--- src/isd_pkg.sv ---
// ----------------------------------------------------------------------------
// isd_pkg : shared definitions for the interval set distance block
// Value width, table depth, request and status codes, helper functions.
// ----------------------------------------------------------------------------
package isd_pkg;

    // table depth and internal value width
    localparam int MAX_INTERVALS = 64;
    localparam int VALUE_BITS    = 32;
    localparam int CNT_W         = $clog2(MAX_INTERVALS + 1);
    localparam int ADDR_W        = (MAX_INTERVALS > 1) ? $clog2(MAX_INTERVALS) : 1;
    localparam int FIELD_W       = 32;
    localparam logic [FIELD_W-1:0] SAT_MAX = '1;

    typedef logic [VALUE_BITS-1:0] value_t;
    typedef logic [CNT_W-1:0]      count_t;
    typedef logic [ADDR_W-1:0]     addr_t;

    // request codes
    localparam logic [1:0] REQ_CLEAR = 2'd0;
    localparam logic [1:0] REQ_LOAD  = 2'd1;
    localparam logic [1:0] REQ_VALUE = 2'd2;
    localparam logic [1:0] REQ_RANGE = 2'd3;

    // status codes
    localparam logic [1:0] ST_OK       = 2'd0;
    localparam logic [1:0] ST_REJECTED = 2'd1;
    localparam logic [1:0] ST_EMPTY    = 2'd2;
    localparam logic [1:0] ST_REVERSED = 2'd3;

    // table summary kept in flops next to the bound memory
    typedef struct packed {
        count_t count;
        value_t first_low;
        value_t last_high;
    } table_stat_t;

    // sign-extend a 32-bit field, wrap to VALUE_BITS, flip the sign bit so
    // unsigned compares follow signed order
    function automatic value_t to_biased(input logic [FIELD_W-1:0] f);
        logic [2*FIELD_W-1:0] e;
        value_t               v;
        e = {{FIELD_W{f[FIELD_W-1]}}, f};
        v = e[VALUE_BITS-1:0];
        v[VALUE_BITS-1] = ~v[VALUE_BITS-1];
        return v;
    endfunction

    // clamp a distance to the 32-bit result range
    function automatic logic [FIELD_W-1:0] sat32(input value_t x);
        logic [VALUE_BITS+FIELD_W-1:0] w;
        w = (VALUE_BITS + FIELD_W)'(x);
        if (w > (VALUE_BITS + FIELD_W)'(SAT_MAX))
            return SAT_MAX;
        else
            return w[FIELD_W-1:0];
    endfunction

endpackage

--- src/isd_table.sv ---
// ----------------------------------------------------------------------------
// isd_table : interval bound storage
// One synchronous memory of {low, high} pairs with a registered read port,
// plus the entry count and the first low / last high kept in flops.
// ----------------------------------------------------------------------------
module isd_table (
    input  logic                clk,
    input  logic                rst_n,
    input  logic                clr,
    input  logic                wr_en,
    input  isd_pkg::value_t     wr_lo,
    input  isd_pkg::value_t     wr_hi,
    input  isd_pkg::addr_t      rd_addr,
    output isd_pkg::value_t     rd_lo,
    output isd_pkg::value_t     rd_hi,
    output isd_pkg::table_stat_t stat
);
    import isd_pkg::*;

    logic [2*VALUE_BITS-1:0] mem [MAX_INTERVALS];
    logic [2*VALUE_BITS-1:0] rd_data_reg;
    count_t                  count_reg;
    value_t                  first_low_reg;
    value_t                  last_high_reg;
    addr_t                   wr_addr;

    assign wr_addr = count_reg[ADDR_W-1:0];

    // memory write and registered read
    always_ff @(posedge clk)
    begin
        if (wr_en)
            mem[wr_addr] <= {wr_hi, wr_lo};
        rd_data_reg <= mem[rd_addr];
    end

    assign rd_lo = rd_data_reg[VALUE_BITS-1:0];
    assign rd_hi = rd_data_reg[2*VALUE_BITS-1:VALUE_BITS];

    // count and end bounds
    always_ff @(posedge clk or negedge rst_n)
    begin
        if (!rst_n)
        begin
            count_reg <= '0;
        end
        else if (clr)
        begin
            count_reg <= '0;
        end
        else if (wr_en)
        begin
            count_reg <= count_reg + count_t'(1);
        end
    end

    // end bounds are payload: only read when count is nonzero
    always_ff @(posedge clk)
    begin
        if (wr_en)
        begin
            if (count_reg == '0)
                first_low_reg <= wr_lo;
            last_high_reg <= wr_hi;
        end
    end

    assign stat.count     = count_reg;
    assign stat.first_low = first_low_reg;
    assign stat.last_high = last_high_reg;

endmodule

--- config.mk ---
export PLATFORM = sky130hd
export DESIGN_NAME = isd_table
export DESIGN_NICKNAME = d
export VERILOG_FILES = /design/src/isd_pkg.sv /design/src/isd_table.sv
export SDC_FILE = /design/constraint.sdc
export NUM_CORES = 2
export LEC_CHECK = 0
export BUFFER_PORTS_ARGS = -buffer_cell sky130_fd_sc_hd__buf_4
export CAP_MARGIN = 0
export CORE_MARGIN = 2
export CORE_UTILIZATION = 45
export CTS_CLUSTER_DIAMETER = 200
export DETAILED_ROUTE_END_ITERATION = 10
export GPL_TIMING_DRIVEN = 0
export PLACE_DENSITY = 0.69
export SETUP_SLACK_MARGIN = 0.02
export SYNTH_ARGS = -nofsm -noshare
export SYNTH_HDL_FRONTEND = slang
export SYNTH_SLANG_ARGS = --single-unit
export TNS_END_PERCENT = 30
--- constraint.sdc ---
create_clock -name clk -period 17.1 [get_ports clk]
set_input_delay 3.42 -clock clk [delete_from_list [all_inputs] [get_ports clk]]
set_output_delay 3.42 -clock clk [all_outputs]
set_load 0.01 [all_outputs]
==> key figures <==
Status
  • Status: finished, violations left
  • Violated checks: max-capacitance violations, max-slew violations

Layout
  • P&R area growth vs syn: 16.4%
  • Reg area: 126000 sq um
  • Area of the multi-input gates: roughly 31000 sq um
  • Fill cells: 26100
  • Layout cells sized above 1: 0.306
  • Largest register FFs: a little over 4000
  • Final Util: 0.525
  • Total Nets Final: approximately 7700

Synthesis
  • Number of synthesized flops with an enable pin: between 4000 and 5000
  • Synth Flop Type: edfxtp_1
  • Cell count after synthesis: 6766
  • Post-Synthesis Cell Area: 159000 sq um
  • Avg Inst Size Synth: 23.5 sq um
  • Share of the synthesized area in the top cell type: 0.787
  • Commonest cells post-synth: edfxtp_1, mux4_2, o22ai_1, nand2_1
  • Mapped Nets: 6842
  • Largest area contributor in the netlist: edfxtp_1
  • Synth warn: 0
  • Synth Register Bits: 4231
  • Netlist cell types: 47
  • Synth area leaders: edfxtp_1, mux4_2, o22ai_1
  • Part of the Yosys area used for sequential elements: 0.796
  • Fraction of registers with async set/reset: 0.00165
  • Count leader, synth: edfxtp_1

Timing
  • Fmax: 126 MHz
  • Hold Vio Cnt, Final: 0
  • Worst slew pin tran: 1.51 ns
  • Min cycle time layout: 7.91 ns
  • Setup TNS: 0 ns
  • Crit share post-route: 0.463
  • Fin. max-slew vios: 2
  • Setup Viol. Count Final: 0
  • Worst Clk Skew: 0.0857 ns
  • RSZ-0062 raised after global routing: no
  • Slew headroom: -0.0127

Clock network
  • Worst-path clk slew: 0.06 ns
  • Clock latency on the worst-skew pair: 1.01 ns
  • Root buffer cell: clkbuf_16
  • H-Tree Level Count: 5
  • CTS max path bufs: 4
  • Post-CTS setup buffers: 0
  • Post-CTS Hold Buffers: 0
  • CTS Buf Count: 416
  • Post-CTS resize count: 0
  • Clock sinks: roughly 4200
  • CTS tree: done

Floorplanning
  • Core ar.: 352000 sq um
  • Die width: 598 um
  • DIE AREA: 358000 sq um
  • I/O pin total: ~210
  • Row count: 218
  • Starting Density: 0.451
  • DIE HEIGHT: 598 um

Worst setup path
  • WP data arrival: 8.73 ns
  • CP bufs+invs: 3
  • Crit. End Element: flip-flop
  • Critical Path Source Type: primary input
  • Crit path top cell by count: clkbuf_1
  • Crit path cell chain: clkbuf_2, nor2b_1, nand2b_1, clkbuf_1, clkbuf_1, o22ai_1, nor4_1, a2bb2oi_1
  • Max stage delay cell, worst path: nor4_1
  • CP Max Fanout: 10
  • CP delay by family, top: buffers and inverters
  • Max stage delay on crit path: 1.28 ns
  • Critical path class: primary input to flip-flop
  • CP Data Required Time: 17.92 ns

Global route
  • Pin count of the biggest net entering global routing: 66
  • Number of global-route vias before repair: 79300
  • Total Routing Usage GR: 0.249
  • Overflow after GRT: 0
  • Global-route wire length before repair: 620000 um
  • Initial antenna violation count: 48

Placement
  • GP Congestion: 0.874
  • Dpl hpwl: 296000 um
  • Buffers on Ports: 203

Detailed routing
  • Drt first pass iters: 6
  • Final WL: roughly 450000 um
  • Routed vias/inst: 6.29
  • DRC: 0
  • Via count: 79500
  • WL per Instance: 35.5 um
  • ANT nets after route: 0
  • Starting DRT DRC Count: ~12000

Pwr
  • Peak VDD IR: 0.0916 mV
  • Power per cell area: 118 nW/um^2
  • LEAKAGE: between 50 and 60 nW

Run
  • Max_cap viols: 2

Worst hold path
  • Tightest Hold Check Type: flip-flop to flip-flop
[per-layer routing]
layer / up-vias / part of all wire / track usage
met4: 16 / 0.053 / 0.115
met3: 958 / 0.12 / 0.0629
li1: 30800 / - / -
met5: - / 0.00062 / 0
met2: 5492 / 0.48 / 0.396
met1: 42200 / 0.35 / 0.325
[path summary, 6_finish.rpt]
check                        startpoint             end  slack [ns]  cells past startpoint
setup / recovery             rd_addr[3]  rd_data_reg[0]        9.19                      8
hold / removal             count_reg[6]    count_reg[6]        0.65                      2
setup reg to reg           count_reg[2]     mem[30][32]       13.29                      7
hold reg to reg            count_reg[6]    count_reg[6]        0.65                      2
max in group asynchronous         rst_n    count_reg[6]       14.77                      1
min in group asynchronous         rst_n    count_reg[3]        2.21                      1
[stage by stage]
| stage | hold WS [ns] | setup slack (ns) | power [mW] | cell area [sq um] | instances |
|---|---|---|---|---|---|
| final | 0.653 | 9.19 | 21.9 | 185000 | 12600 |
| after global routing | 0.697 | 9.55 | 22.4 | 185000 | 12600 |
| after CTS | 0.639 | 9.57 | 21.9 | 185000 | 12600 |
| after detailed placement | 0.629 | 8.52 | 12.8 | 171000 | 11800 |
| after global placement | 0.608 | 0.453 | 12.8 | 166000 | 11600 |
| after floorplan | 0.585 | 7.68 | 12.2 | 159000 | 6766 |
[cell usage in the layout, fill, tap and decap left out, drive strengths merged, types with 53 or more instances in the layout]
cell    instances
buf           695
clkbuf        674
clkinv        156
dfxtp          64
edfxtp       4160
mux2i         132
mux4         1028
nand2         158
nand2b         53
nand3          84
nor2           97
o22ai         240
[cell type report]
| cell class | count | share of cell area |
|---|---|---|
| multi-input combinational | 2153 | 0.168 |
| sequential | 4231 | 0.684 |
| clock buffer | 540 | 0.0599 |
| timing repair buffer | 451 | 0.0320 |
| inverter | 4 | 0.0000947 |
| clock inverter | 233 | 0.0139 |
| antenna | 25 | 0.000338 |
| buffer | 378 | 0.0109 |
| tap | 4620 | 0.0313 |
[worst reg2reg max path, cell delays in order (launching register included)]
cell and delay, ns:
dfrtp_1 0.37, clkbuf_1 0.30, clkbuf_1 0.58, nand3_1 0.68
nor2_4 0.73, buf_16 0.25, buf_12 0.25, buf_12 0.25
[kinds of logic (layout without fill, tap and decap cells)]
family	Yosys count	in the layout	synth area share
flip-flops	4231	4231	0.796
multiplexers	1200	1200	0.157
AND/OR/NAND/NOR	492	492	0.0146
AO/OA/AOI/OAI	455	455	0.0192
buffers and inverters	382	1606	0.0128
XOR/XNOR	4	4	0.000221
adder cells (fa/ha/maj)	2	2	0.000158
other	0	25	0
[report_power, final]
group | switching (mW) | internal (mW)
Sequential | 0.0267 | 11.5
Clock | 3.95 | 5.27
Combinational | 0.763 | 0.396
Note: power is estimated with default switching activity, not from simulation.
